==> config.mk <==
export PLATFORM = sky130hd
export DESIGN_NAME = response_button_controller
export DESIGN_NICKNAME = d
export VERILOG_FILES = /design/src/rtl/core/rbc_pkg.sv /design/src/rtl/core/rbc_front.sv /design/src/rtl/core/rbc_queue.sv /design/src/rtl/core/rbc_back.sv /design/src/rtl/core/response_button_controller.sv
export SDC_FILE = /design/constraint.sdc
export NUM_CORES = 1
export LEC_CHECK = 0
export BUFFER_PORTS_ARGS = -buffer_cell sky130_fd_sc_hd__buf_2
export CORE_UTILIZATION = 61
export DETAILED_ROUTE_END_ITERATION = 8
export PLACE_DENSITY = 0.8
export SYNTH_ARGS = -nofsm -noshare
export SYNTH_HDL_FRONTEND = slang
export SYNTH_HIERARCHICAL = 1
export SYNTH_SLANG_ARGS = --single-unit
export TNS_END_PERCENT = 10
==> constraint.sdc <==
create_clock -name clk -period 8.74 [get_ports clk]
set_input_delay 0 -clock clk [delete_from_list [all_inputs] [get_ports clk]]
set_output_delay 0 -clock clk [all_outputs]
set_load 0.02 [all_outputs]
==> src/rtl/core/rbc_pkg.sv <==
// ----------------------------------------------------------------------------
// rbc_pkg
// Shared types, register indexes and reset constants for the response button
// controller.
// ----------------------------------------------------------------------------
package rbc_pkg;

    localparam int unsigned CFG_COUNT   = 5;
    localparam int unsigned CFG_IDX_W   = 3;
    localparam int unsigned CFG_DATA_W  = 8;
    localparam int unsigned QUEUE_DEPTH = 2;

    // Configuration register indexes.
    localparam logic [CFG_IDX_W-1:0] REG_TICKS_PER_SECOND = 3'd0;
    localparam logic [CFG_IDX_W-1:0] REG_LOCKOUT_TICKS    = 3'd1;
    localparam logic [CFG_IDX_W-1:0] REG_SHORT_BEEP_TICKS = 3'd2;
    localparam logic [CFG_IDX_W-1:0] REG_LONG_BEEP_TICKS  = 3'd3;
    localparam logic [CFG_IDX_W-1:0] REG_RING_TOGGLES     = 3'd4;

    // Configuration reset values.
    localparam logic [7:0] RST_TICKS_PER_SECOND = 8'd100;
    localparam logic [7:0] RST_LOCKOUT_TICKS    = 8'd120;
    localparam logic [7:0] RST_SHORT_BEEP_TICKS = 8'd20;
    localparam logic [7:0] RST_LONG_BEEP_TICKS  = 8'd100;
    localparam logic [7:0] RST_RING_TOGGLES     = 8'd40;

    // Beep length used for each half period of the ring pattern.
    localparam logic [7:0] RING_STEP_TICKS = 8'd2;

    // Input modes.
    localparam logic [1:0] MODE_TICK    = 2'd0;
    localparam logic [1:0] MODE_PRESS   = 2'd1;
    localparam logic [1:0] MODE_COMMAND = 2'd2;

    // Command codes.
    localparam logic [3:0] CMD_START   = 4'h1;
    localparam logic [3:0] CMD_CANCEL  = 4'h2;
    localparam logic [3:0] CMD_VOLTAGE = 4'h4;
    localparam logic [3:0] CMD_SOUND   = 4'h5;
    localparam logic [3:0] CMD_TIMEOUT = 4'h6;

    // Sound mode parameters.
    localparam logic [7:0] SOUND_OFF   = 8'd0;
    localparam logic [7:0] SOUND_SHORT = 8'd1;
    localparam logic [7:0] SOUND_LONG  = 8'd2;
    localparam logic [7:0] SOUND_RING  = 8'd3;

    // Reply kinds.
    localparam logic REPLY_STAMP   = 1'b0;
    localparam logic REPLY_VOLTAGE = 1'b1;

    // Operation decoded by the front end.
    typedef enum logic [3:0] {
        OP_NOP         = 4'd0,
        OP_TICK        = 4'd1,
        OP_PRESS       = 4'd2,
        OP_START       = 4'd3,
        OP_CANCEL      = 4'd4,
        OP_VOLTAGE     = 4'd5,
        OP_SOUND_OFF   = 4'd6,
        OP_SOUND_SHORT = 4'd7,
        OP_SOUND_LONG  = 4'd8,
        OP_SOUND_RING  = 4'd9,
        OP_TIMEOUT     = 4'd10
    } op_kind_t;

    typedef struct packed {
        op_kind_t   kind;
        logic       button_up;
        logic [7:0] battery_sample;
    } op_t;

    typedef struct packed {
        logic [7:0] ticks_per_second;
        logic [7:0] lockout_ticks;
        logic [7:0] short_beep_ticks;
        logic [7:0] long_beep_ticks;
        logic [7:0] ring_toggles;
    } cfg_t;

endpackage

==> src/rtl/core/rbc_front.sv <==
// ----------------------------------------------------------------------------
// rbc_front
// Input handshake and item decoder: turns mode, command code and parameter
// into one operation for the execution stage.
// ----------------------------------------------------------------------------
module rbc_front
    import rbc_pkg::*;
(
    input  logic       in_valid,
    output logic       in_ready,
    input  logic [1:0] mode,
    input  logic       button_up,
    input  logic [7:0] battery_sample,
    input  logic [3:0] command_code,
    input  logic [7:0] command_param,
    input  logic       q_full,
    output logic       push,
    output op_t        push_op
);

    op_kind_t kind;

    always_comb
    begin
        kind = OP_NOP;
        case (mode)
            MODE_TICK:  kind = OP_TICK;
            MODE_PRESS: kind = OP_PRESS;
            MODE_COMMAND:
            begin
                case (command_code)
                    CMD_START:   kind = OP_START;
                    CMD_CANCEL:  kind = OP_CANCEL;
                    CMD_VOLTAGE: kind = OP_VOLTAGE;
                    CMD_TIMEOUT: kind = OP_TIMEOUT;
                    CMD_SOUND:
                    begin
                        case (command_param)
                            SOUND_OFF:   kind = OP_SOUND_OFF;
                            SOUND_SHORT: kind = OP_SOUND_SHORT;
                            SOUND_LONG:  kind = OP_SOUND_LONG;
                            SOUND_RING:  kind = OP_SOUND_RING;
                            default:     kind = OP_NOP;
                        endcase
                    end
                    default: kind = OP_NOP;
                endcase
            end
            default: kind = OP_NOP;
        endcase
    end

    assign in_ready               = !q_full;
    assign push                   = in_valid && !q_full;
    assign push_op.kind           = kind;
    assign push_op.button_up      = button_up;
    assign push_op.battery_sample = battery_sample;

endmodule

==> src/rtl/core/rbc_queue.sv <==
// ----------------------------------------------------------------------------
// rbc_queue
// Short operation queue between the decoder and the execution stage.
// ----------------------------------------------------------------------------
module rbc_queue
    import rbc_pkg::*;
#(
    parameter int unsigned DEPTH = QUEUE_DEPTH
)
(
    input  logic clk,
    input  logic rst_n,
    input  logic push,
    input  op_t  push_op,
    output logic full,
    input  logic pop,
    output logic q_valid,
    output op_t  head_op
);

    localparam int unsigned PTR_W = (DEPTH > 1) ? $clog2(DEPTH) : 1;
    localparam int unsigned CNT_W = $clog2(DEPTH + 1);
    localparam logic [PTR_W-1:0] LAST_PTR = PTR_W'(DEPTH - 1);
    localparam logic [CNT_W-1:0] FULL_CNT = CNT_W'(DEPTH);

    op_t              slots_reg [DEPTH];
    logic [PTR_W-1:0] wr_ptr_reg;
    logic [PTR_W-1:0] wr_ptr_next;
    logic [PTR_W-1:0] rd_ptr_reg;
    logic [PTR_W-1:0] rd_ptr_next;
    logic [CNT_W-1:0] count_reg;
    logic [CNT_W-1:0] count_next;

    assign full    = (count_reg == FULL_CNT);
    assign q_valid = (count_reg != '0);
    assign head_op = slots_reg[rd_ptr_reg];

    always_comb
    begin
        wr_ptr_next = wr_ptr_reg;
        rd_ptr_next = rd_ptr_reg;
        count_next  = count_reg;
        if (push)
        begin
            wr_ptr_next = (wr_ptr_reg == LAST_PTR) ? '0 : wr_ptr_reg + 1'b1;
        end
        if (pop)
        begin
            rd_ptr_next = (rd_ptr_reg == LAST_PTR) ? '0 : rd_ptr_reg + 1'b1;
        end
        if (push && !pop)
        begin
            count_next = count_reg + 1'b1;
        end
        else if (pop && !push)
        begin
            count_next = count_reg - 1'b1;
        end
    end

    always_ff @(posedge clk or negedge rst_n)
    begin
        if (!rst_n)
        begin
            wr_ptr_reg <= '0;
            rd_ptr_reg <= '0;
            count_reg  <= '0;
        end
        else
        begin
            wr_ptr_reg <= wr_ptr_next;
            rd_ptr_reg <= rd_ptr_next;
            count_reg  <= count_next;
        end
    end

    always_ff @(posedge clk)
    begin
        if (push)
        begin
            slots_reg[wr_ptr_reg] <= push_op;
        end
    end

endmodule

==> src/rtl/core/rbc_back.sv <==
// ----------------------------------------------------------------------------
// rbc_back
// Execution stage: holds the timer, lockout, beeper and battery state, applies
// one operation per cycle unless its output stalls, and registers the result.
// ----------------------------------------------------------------------------
module rbc_back
    import rbc_pkg::*;
(
    input  logic        clk,
    input  logic        rst_n,
    input  cfg_t        cfg,
    input  logic        q_valid,
    input  op_t         head_op,
    output logic        pop,
    output logic        out_valid,
    input  logic        out_ready,
    output logic        reply_valid,
    output logic        reply_kind,
    output logic [15:0] reply_value,
    output logic        beeper_on,
    output logic        round_running
);

    logic [15:0] round_timer_reg,    round_timer_next;
    logic        press_armed_reg,    press_armed_next;
    logic        running_reg,        running_next;
    logic [7:0]  lockout_left_reg,   lockout_left_next;
    logic [7:0]  beep_left_reg,      beep_left_next;
    logic [7:0]  ring_left_reg,      ring_left_next;
    logic [7:0]  second_div_reg,     second_div_next;
    logic [15:0] battery_sum_reg,    battery_sum_next;
    logic [7:0]  battery_level_reg,  battery_level_next;
    logic        beeper_reg,         beeper_next;

    logic        out_valid_reg;
    logic        res_valid_reg,      res_valid_next;
    logic        res_kind_reg,       res_kind_next;
    logic [15:0] res_value_reg,      res_value_next;
    logic        res_beeper_reg;
    logic        res_running_reg;

    // Running average: sum * 63 / 64 plus the new sample, rounded to 8 bits.
    logic [21:0] sum_x63;
    logic [16:0] avg_sum;
    logic [16:0] avg_round;

    assign sum_x63   = {battery_sum_reg, 6'b0} - {6'b0, battery_sum_reg};
    assign avg_sum   = {1'b0, sum_x63[21:6]} + {9'b0, head_op.battery_sample};
    assign avg_round = avg_sum + 17'd32;

    assign pop = q_valid && (!out_valid_reg || out_ready);

    always_comb
    begin
        round_timer_next   = round_timer_reg;
        press_armed_next   = press_armed_reg;
        running_next       = running_reg;
        lockout_left_next  = lockout_left_reg;
        beep_left_next     = beep_left_reg;
        ring_left_next     = ring_left_reg;
        second_div_next    = second_div_reg;
        battery_sum_next   = battery_sum_reg;
        battery_level_next = battery_level_reg;
        beeper_next        = beeper_reg;
        res_valid_next     = 1'b0;
        res_kind_next      = REPLY_STAMP;
        res_value_next     = '0;

        case (head_op.kind)
            OP_TICK:
            begin
                round_timer_next = round_timer_reg + 16'd1;
                if (head_op.button_up && (lockout_left_reg != '0))
                begin
                    if (lockout_left_reg == 8'd1)
                    begin
                        press_armed_next  = 1'b1;
                        lockout_left_next = '0;
                    end
                    else
                    begin
                        lockout_left_next = lockout_left_reg - 8'd1;
                    end
                end
                if (beep_left_reg != '0)
                begin
                    beep_left_next = beep_left_reg - 8'd1;
                end
                else if (ring_left_reg != '0)
                begin
                    beep_left_next = RING_STEP_TICKS;
                    beeper_next    = ring_left_reg[0];
                    ring_left_next = ring_left_reg - 8'd1;
                end
                else
                begin
                    beeper_next = 1'b0;
                end
                if (second_div_reg != '0)
                begin
                    second_div_next = second_div_reg - 8'd1;
                end
                else
                begin
                    battery_sum_next   = avg_sum[15:0];
                    battery_level_next = avg_round[13:6];
                    second_div_next    = cfg.ticks_per_second;
                end
            end
            OP_PRESS:
            begin
                if (press_armed_reg)
                begin
                    press_armed_next  = 1'b0;
                    lockout_left_next = cfg.lockout_ticks;
                    beeper_next       = 1'b1;
                    beep_left_next    = cfg.short_beep_ticks;
                    running_next      = 1'b1;
                    res_valid_next    = 1'b1;
                    res_kind_next     = REPLY_STAMP;
                    // A press outside a round opens one and stamps zero.
                    if (running_reg)
                    begin
                        res_value_next = round_timer_reg;
                    end
                    else
                    begin
                        round_timer_next = '0;
                    end
                end
            end
            OP_START:
            begin
                running_next     = 1'b0;
                press_armed_next = 1'b1;
                beeper_next      = 1'b1;
                beep_left_next   = cfg.long_beep_ticks;
            end
            OP_CANCEL:
            begin
                running_next     = 1'b0;
                press_armed_next = 1'b0;
            end
            OP_VOLTAGE:
            begin
                res_valid_next = 1'b1;
                res_kind_next  = REPLY_VOLTAGE;
                res_value_next = {8'd0, battery_level_reg};
            end
            OP_SOUND_OFF:
            begin
                beeper_next = 1'b0;
            end
            OP_SOUND_SHORT:
            begin
                beeper_next    = 1'b1;
                beep_left_next = cfg.short_beep_ticks;
            end
            OP_SOUND_LONG:
            begin
                beeper_next    = 1'b1;
                beep_left_next = cfg.long_beep_ticks;
            end
            OP_SOUND_RING:
            begin
                beeper_next    = 1'b1;
                beep_left_next = RING_STEP_TICKS;
                ring_left_next = cfg.ring_toggles;
            end
            OP_TIMEOUT:
            begin
                running_next     = 1'b1;
                round_timer_next = '0;
                beeper_next      = 1'b1;
                beep_left_next   = cfg.long_beep_ticks;
            end
            default:
            begin
                res_valid_next = 1'b0;
            end
        endcase
    end

    always_ff @(posedge clk or negedge rst_n)
    begin
        if (!rst_n)
        begin
            round_timer_reg   <= '0;
            press_armed_reg   <= 1'b1;
            running_reg       <= 1'b0;
            lockout_left_reg  <= '0;
            beep_left_reg     <= RST_SHORT_BEEP_TICKS;
            ring_left_reg     <= '0;
            second_div_reg    <= '0;
            battery_sum_reg   <= '0;
            battery_level_reg <= '0;
            beeper_reg        <= 1'b1;
            out_valid_reg     <= 1'b0;
        end
        else
        begin
            if (pop)
            begin
                round_timer_reg   <= round_timer_next;
                press_armed_reg   <= press_armed_next;
                running_reg       <= running_next;
                lockout_left_reg  <= lockout_left_next;
                beep_left_reg     <= beep_left_next;
                ring_left_reg     <= ring_left_next;
                second_div_reg    <= second_div_next;
                battery_sum_reg   <= battery_sum_next;
                battery_level_reg <= battery_level_next;
                beeper_reg        <= beeper_next;
                out_valid_reg     <= 1'b1;
            end
            else if (out_ready)
            begin
                out_valid_reg <= 1'b0;
            end
        end
    end

    always_ff @(posedge clk)
    begin
        if (pop)
        begin
            res_valid_reg   <= res_valid_next;
            res_kind_reg    <= res_kind_next;
            res_value_reg   <= res_value_next;
            res_beeper_reg  <= beeper_next;
            res_running_reg <= running_next;
        end
    end

    assign out_valid     = out_valid_reg;
    assign reply_valid   = res_valid_reg;
    assign reply_kind    = res_kind_reg;
    assign reply_value   = res_value_reg;
    assign beeper_on     = res_beeper_reg;
    assign round_running = res_running_reg;

endmodule

==> src/rtl/core/response_button_controller.sv <==
// ----------------------------------------------------------------------------
// response_button_controller
// Timing and beeper controller for a wireless response button.
// ----------------------------------------------------------------------------
// With the queue empty, an accepted item is captured in the queue register and
// then executed into the output register once that is free, and offered there.
// Throughput: one item per cycle while the output is not stalled, set by the
// execution stage that updates all state and loads the output register together.
// Reset (rst_n low, asynchronous): registers take their documented defaults,
// the queue and output register empty, the beeper starts a short beep.
// ----------------------------------------------------------------------------
module response_button_controller
    import rbc_pkg::*;
#(
    parameter int unsigned DEPTH = QUEUE_DEPTH
)
(
    input  logic                  clk,
    input  logic                  rst_n,

    // Configuration write port.
    input  logic                  cfg_we,
    input  logic [CFG_IDX_W-1:0]  cfg_index,
    input  logic [CFG_DATA_W-1:0] cfg_data,

    // Input items.
    input  logic                  in_valid,
    output logic                  in_ready,
    input  logic [1:0]            mode,
    input  logic                  button_up,
    input  logic [7:0]            battery_sample,
    input  logic [3:0]            command_code,
    input  logic [7:0]            command_param,

    // Result items, exactly one for every input transfer.
    output logic                  out_valid,
    input  logic                  out_ready,
    output logic                  reply_valid,
    output logic                  reply_kind,
    output logic [15:0]           reply_value,
    output logic                  beeper_on,
    output logic                  round_running
);

    // Configuration registers. The user must write them only while the block
    // is idle (not enforced); the execution stage reads them directly.
    cfg_t cfg_reg;

    always_ff @(posedge clk or negedge rst_n)
    begin
        if (!rst_n)
        begin
            cfg_reg.ticks_per_second <= RST_TICKS_PER_SECOND;
            cfg_reg.lockout_ticks    <= RST_LOCKOUT_TICKS;
            cfg_reg.short_beep_ticks <= RST_SHORT_BEEP_TICKS;
            cfg_reg.long_beep_ticks  <= RST_LONG_BEEP_TICKS;
            cfg_reg.ring_toggles     <= RST_RING_TOGGLES;
        end
        else if (cfg_we)
        begin
            // A write to an index beyond the register list is dropped.
            case (cfg_index)
                REG_TICKS_PER_SECOND: cfg_reg.ticks_per_second <= cfg_data;
                REG_LOCKOUT_TICKS:    cfg_reg.lockout_ticks    <= cfg_data;
                REG_SHORT_BEEP_TICKS: cfg_reg.short_beep_ticks <= cfg_data;
                REG_LONG_BEEP_TICKS:  cfg_reg.long_beep_ticks  <= cfg_data;
                REG_RING_TOGGLES:     cfg_reg.ring_toggles     <= cfg_data;
                default:              cfg_reg <= cfg_reg;
            endcase
        end
    end

    // The front end decodes each item into an operation and pushes it into
    // the queue whenever the queue has room, independent of the output side.
    logic q_full;
    logic push;
    op_t  push_op;
    logic pop;
    logic q_valid;
    op_t  head_op;

    rbc_front u_front (
        .in_valid       (in_valid),
        .in_ready       (in_ready),
        .mode           (mode),
        .button_up      (button_up),
        .battery_sample (battery_sample),
        .command_code   (command_code),
        .command_param  (command_param),
        .q_full         (q_full),
        .push           (push),
        .push_op        (push_op)
    );

    rbc_queue #(
        .DEPTH (DEPTH)
    ) u_queue (
        .clk     (clk),
        .rst_n   (rst_n),
        .push    (push),
        .push_op (push_op),
        .full    (q_full),
        .pop     (pop),
        .q_valid (q_valid),
        .head_op (head_op)
    );

    // The back end executes one operation per cycle whenever its output
    // register is empty or is being emptied by a transfer in the same cycle.
    rbc_back u_back (
        .clk           (clk),
        .rst_n         (rst_n),
        .cfg           (cfg_reg),
        .q_valid       (q_valid),
        .head_op       (head_op),
        .pop           (pop),
        .out_valid     (out_valid),
        .out_ready     (out_ready),
        .reply_valid   (reply_valid),
        .reply_kind    (reply_kind),
        .reply_value   (reply_value),
        .beeper_on     (beeper_on),
        .round_running (round_running)
    );

endmodule
# --- Word level (Yosys, flattened, before mapping) ---
# Memories as Yosys holds them, arrays and structs flattened.
# Index checks and enable logic that the tools add are counted.
op_classes:
  add_sub_neg: 12
  multipliers: 0
  n_div: 0
  n_lt_le_gt_ge: 0
  n_eq_ne: 32
  shift: 0
  n_mux: 40
  bitwise_logic: 1
  n_reduce_logical: 41
ops:
  columns: ["cell", "n"]
  rows:
  - ["8-bit two-way mux", 9]
  - ["16-bit two-way mux", 3]
  - ["16-bit case mux with 3 select lines", 1]
  - ["8-bit case mux with 5 select lines", 1]
  - ["16-bit case mux with 2 select lines", 1]
  - ["8-bit case mux with 2 select lines", 2]
  - ["8-bit nonzero test", 4]
  - ["8-bit by 1-bit subtractor with 8-bit output, second input constant", 4]
  - ["4-bit by 3-bit == test with 1-bit output, second input constant", 7]
  - ["22-bit by 16-bit subtractor with 22-bit output", 1]
  - ["4-bit case mux with 5 select lines", 1]
  - ["16-bit by 1-bit adder with 16-bit output, second input constant", 1]
  - ["16-bit by 8-bit adder with 16-bit output", 1]
  - ["8-bit by 1-bit == test with 1-bit output, second input constant", 2]
  - ["8-bit by 2-bit == test with 1-bit output, second input constant", 2]
  - ["4-bit case mux with 4 select lines", 1]
  - ["4-bit AND reduction", 4]
  - ["14-bit by 6-bit adder with 14-bit output, second input constant", 1]
  - ["1-bit two-way mux", 14]
  - ["4-bit by 2-bit == test with 1-bit output, second input constant", 3]
  - ["4-bit == test, second input constant", 3]
  - ["4-bit case mux with 3 select lines", 1]
  - ["2-bit AND reduction", 6]
  - ["2-bit nonzero test", 5]
  - ["29 further kinds", 48]
totals:
  ff_bits: 140
  latchBits: 0
  ram_bits: 26
  romBits: 0
  output_inout_bits: 22
  word_cells: 151
  mem_count: 1
mem_list:
  columns: ["memory", "words", "word_bits", "read_ports", "rd_clocked_by_memory_dff", "write_ports", "line", "rtl"]
  rows:
  - ["u_queue.slots_reg", 2, 13, 1, 0, 1, "rbc_queue.sv:26", "op_t slots_reg [DEPTH];"]

# --- Logic depth before layout (Yosys ltp) ---
depth:
  word_depth: 7
  mapped_depth: 16

# --- By module ---
# The synthesis kept the hierarchy.
by_module_without_submodules:
  columns: ["module", "n_inst", "cells_per_inst", "area_each_um2", "seq_area_each_um2"]
  rows:
  - ["rbc_back", 1, 739, 6476.2, 2507.4]
  - ["response_button_controller", 1, 88, 1546.5, 1018.5]
  - ["rbc_queue", 1, 56, 1127.3, 880.8]
  - ["rbc_front", 1, 36, 245.2, 0.0]

# --- Least setup slack after synthesis ---
# OpenSTA, ideal clock, no wires.
synth_path:
  path_kind: "flip-flop to flip-flop"
  from: "register u_back.battery_sum_reg[1]"
  to: "register u_back.battery_level_reg[5]"
  setup_ns: 0.125
  arrival_ns: 3.945
  t_required_ns: 8.615
  setup_slack_ns: 4.670
  stages_incl_launch_ff: 15
  path_buffers: 0
  synth_period_minus_slack_ns: 4.070
  path_cell_list: "dfrtp_1 -> ha_1 -> a21o_1 -> a2111oi_2 -> o31ai_1 -> xor2_1 -> ha_1 -> o21a_1 -> o21ai_0 -> a31oi_1 -> nor2_1 -> a2111oi_4 -> xnor3_1 -> xor2_1 -> mux2_2"
synth_between:
  elab_chain_cells: 3
synth_rtl:
  columns: ["element", "line", "rtl"]
  rows:
  - ["start, declared", "rbc_back.sv:31", "logic [15:0] battery_sum_reg, battery_sum_next;"]
  - ["start signal, assigned", "rbc_back.sv:211", "battery_sum_reg <= battery_sum_next;"]
  - ["22-bit by 16-bit subtractor with 22-bit output", "rbc_back.sv:47", "assign sum_x63 = {battery_sum_reg, 6'b0} - {6'b0, battery_sum_reg};"]
  - ["16-bit by 8-bit adder with 16-bit output", "rbc_back.sv:48", "assign avg_sum = {1'b0, sum_x63[21:6]} + {9'b0, head_op.battery_sample};"]
  - ["14-bit by 6-bit adder with 14-bit output", "rbc_back.sv:49", "assign avg_round = avg_sum + 17'd32;"]
  - ["end signal, assigned", "rbc_back.sv:212", "battery_level_reg <= battery_level_next;"]
  - ["end, declared", "rbc_back.sv:32", "logic [7:0] battery_level_reg, battery_level_next;"]
# Every way passes these cells.
# A chain may end at the register's enable or synchronous reset.

# --- Worst setup path after layout ---
# Same ends and word-level chain as after synthesis.

==> impl_metrics.py <==
metrics = {
    "critical_path": {
        "cp_max_fo": 4,
        "critPathKind": "reg2reg",
        "crit_required_ps": 9060,
        "endpoint_kind": "flip-flop",
        "arrival_ps": 4940,
        "r2r_setup_slack_ps": 4120,
        "cp-start-kind": "flip-flop",
    },
    "synthesis": {
        "synthTopCellsByArea": "dfrtp_1 (27%), edfxtp_1 (15%), mux2_2 (7.7%)",
        "synth_edf_count": 46,
        "synthCells": 919,
        "avgSynthCellArea_um2": 10.2,
        "synth_cell_types": 74,
        "synth.top_cell.area_share": 0.272,
        "synth_area_um2": 9400,
        "yosysSeqAreaShare": 0.469,
        "synth_area_leader_cell": "dfrtp_1",
        "synth_nets": 987,
        "yosys_warnings": 6,
        "yosys_register_bits": 166,
        "synthArstFlopShare": 0.723,
        "synth_flop_cell": "dfrtp_1",
    },
    "cells_and_area": {
        "fin_nets": 1053,
        "fin_util": 0.715,
        "syn_to_final_growth_pct": 12.2,
        "drive_above_1_share": 0.206,
        "largest_reg_flops": 40,
        "diodes": 0,
    },
    "placement": {
        "place_ws_ps": 4180,
        "gp_congestion": 0.963,
        "hpwlAfterDp_um": 13900,
        "io_buffer_count": 60,
    },
    "sta": {
        "max-slew-margin-rel": 0.218,
        "max_slew.worst_pin.slew_ps": 1170,
        "drv_slew": 0,
        "fin_setup_tns_ps": 0,
        "fin_crit_sh": 0.528,
        "worst_slack_ps": 4120,
        "fmax_mhz": 217,
        "rsz0062_at_grt": "no",
        "fin_worst_skew_ps": 11.5,
        "period_minus_slack_ps": 4620,
        "setup_viol": 0,
        "hold_viol_final": 0,
    },
    "grt": {
        "grt_util_met2": 0.425,
        "antenna_found_initial": 0,
        "gr-usage-all-layers": 0.270,
        "grt_use_met3": 0.0578,
        "gr-max-usage-layer": "met2",
        "grt_pass1_vias": 6870,
        "grt_max_degree": 69,
        "grt_pass1_wl_um": 33800,
        "grt_util_met1": 0.369,
        "overflow": 0,
    },
    "power_and_ir_drop": {
        "p_seq_frac": 0.270,
        "intPower_mw": 2.49,
        "combPwrFrac": 0.571,
        "pwr-share-clk": 0.159,
        "irDropWorstVdd_v": 0.000620,
        "p_switching_mw": 2.10,
        "powerDensity_nw_per_um2": 436,
        "p_leak_nw": 4.38,
        "p_sw_frac": 0.457,
    },
    "routing": {
        "num_vias": 7288,
        "firstDrtPassIters": 5,
        "drc_errors": 0,
        "drt-initial-drc-count": 563,
        "postRouteAntennaNets": 0,
        "wl_per_cell_um": 17.1,
        "viasPerCell": 6.17,
        "totalWireLength_um": 20200,
    },
    "floorplan": {
        "rows": 44,
        "die-area_um2": 15900,
        "start_util": 0.637,
        "pin_count": 61,
        "fp.coreArea_um2": 14800,
        "die-height_um": 126,
        "dieWidth_um": 126,
    },
    "clocking": {
        "cts_root_buf": "clkbuf_16",
        "cts_htree_levels": 4,
        "clk_path_buf_depth": 2,
        "postCtsSetupBuffers": 0,
        "cts.clk_slew.worst_paths_ps": 70,
        "cts_buffers": 17,
        "worst_skew_pair.late_latency_ps": 440,
        "cts.sinks": 166,
        "cts_tree": "built",
    },
    "hold_path": {
        "hp-class": "in2reg",
    },
    "job": {
        "drv_cap": 0,
    },
    "run_status": {
        "status": "complete, no violations",
    },
}
## through the flow
stage	hold slack (ps)	power (mW)	instances	cell area (um^2)
floorplan	-296	3.25	919	9400
global placement	164	3.74	1127	9740
detailed placement	161	3.82	1127	9740
CTS	27.8	4.58	1182	10500
global route	56.3	4.96	1182	10500
finish	48.4	4.59	1182	10500
## layer usage
| metal | part of all wire | routed length, um | vias to the layer above |
|---|---|---|---|
| met3 | 0.052 | 1050 | 42 |
| met1 | 0.45 | 9110 | 3515 |
| met5 | 0 | 0 | - |
| met4 | 0.024 | 481 | 0 |
| li1 | - | - | 3504 |
| met2 | 0.47 | 9510 | 227 |
## cell families (layout without fill, tap and decap cells)
kind of cell | Yosys count | in the layout | synth area share
buffers and inverters | 79 | 158 | 0.0408
multiplexers | 77 | 77 | 0.0906
XOR/XNOR | 37 | 37 | 0.0360
flip-flops | 166 | 166 | 0.469
adder cells (fa/ha/maj) | 29 | 29 | 0.0394
AO/OA/AOI/OAI | 238 | 238 | 0.163
AND/OR/NAND/NOR | 293 | 293 | 0.161
## critical path, cell delays in order, from the launching register on
cell       delay, ps
dfrtp_1          440
ha_1             370
a21o_1           230
a2111oi_2        600
nor2_1           120
xor2_1           250
ha_1             310
and3_1           160
a32oi_1          240
a31oi_1          150
nor2_1           330
xnor2_1          150
o41ai_1          580
nand2_1          150
xor2_1           180
mux2_2           250
## timing repair
action / CTS / global route
hold buffers: 23 / 0
resized for setup: 0 / 0
endpoints found under the hold margin: 119 / 0
setup endpoints to repair: 0 / 0
## cells in the final DEF, fill, tap and decap left out, types with 17 or more instances in the layout
master / n
buf_2: 59
xnor2_1: 17
nor3_1: 27
edfxtp_1: 46
dfrtp_1: 102
dfstp_2: 18
dlygate4sd3_1: 23
nand2_1: 72
o21ai_0: 87
clkbuf_16: 17
nor2_1: 79
xor2_1: 19
mux2_2: 64
ha_1: 28
nand3_1: 20
a21oi_1: 60
inv_1: 35
## cell type report
type,instances,area [um^2]
clock inverters,15,151
clock buffers,17,425
flip-flops and latches,166,4410
multi-input cells,674,4610
inverters,35,131
well taps,184,230
repair buffers,91,593
fillers,1071,4210
## synthesized netlist by cell type (7+ instances only)
| master | number |
|---|---|
| dfstp_2 | 18 |
| a31oi_1 | 11 |
| nor2b_1 | 9 |
| a21o_1 | 7 |
| or2_2 | 7 |
| dfrtp_1 | 102 |
| a22o_1 | 15 |
| nand4_1 | 10 |
| mux2i_1 | 13 |
| nand2_1 | 72 |
| nor4_1 | 9 |
| nor2_1 | 79 |
| nor3_1 | 27 |
| buf_4 | 9 |
| and3_1 | 11 |
| o21ai_0 | 87 |
| xnor2_1 | 17 |
| inv_1 | 35 |
| nand2b_1 | 11 |
| edfxtp_1 | 46 |
| xor2_1 | 19 |
| ha_1 | 28 |
| and2_1 | 13 |
| clkbuf_1 | 25 |
| mux2_2 | 64 |
| nand3_1 | 20 |
| a21oi_1 | 60 |
## final timing paths
kind	startpoint	end	cells past startpoint
worst min-delay path	cfg_index[2]	cfg_reg[39]	3
worst max register to register	u_back/battery_sum_reg[1]	u_back/battery_level_reg[5]	15
worst min register to register	u_back/round_timer_reg[15]	u_back/round_timer_reg[15]	1
min in group asynchronous	rst_n	u_back/ring_left_reg[4]	2
worst max-delay path	u_back/battery_sum_reg[1]	u_back/battery_level_reg[5]	15
max in group asynchronous	rst_n	u_back/battery_level_reg[0]	3
## power groups by stage
| stage | registers (mW) | clock network (mW) | logic (mW) |
|---|---|---|---|
| after CTS | 1.24 | 0.740 | 2.60 |
| after detailed placement | 1.25 | 0 | 2.57 |
| after global routing | 1.27 | 0.773 | 2.91 |
| after global placement | 1.24 | 0 | 2.50 |
| after floorplan | 1.24 | 0 | 2.01 |
| final | 1.24 | 0.729 | 2.62 |
Power figures use the tool's default switching activity.
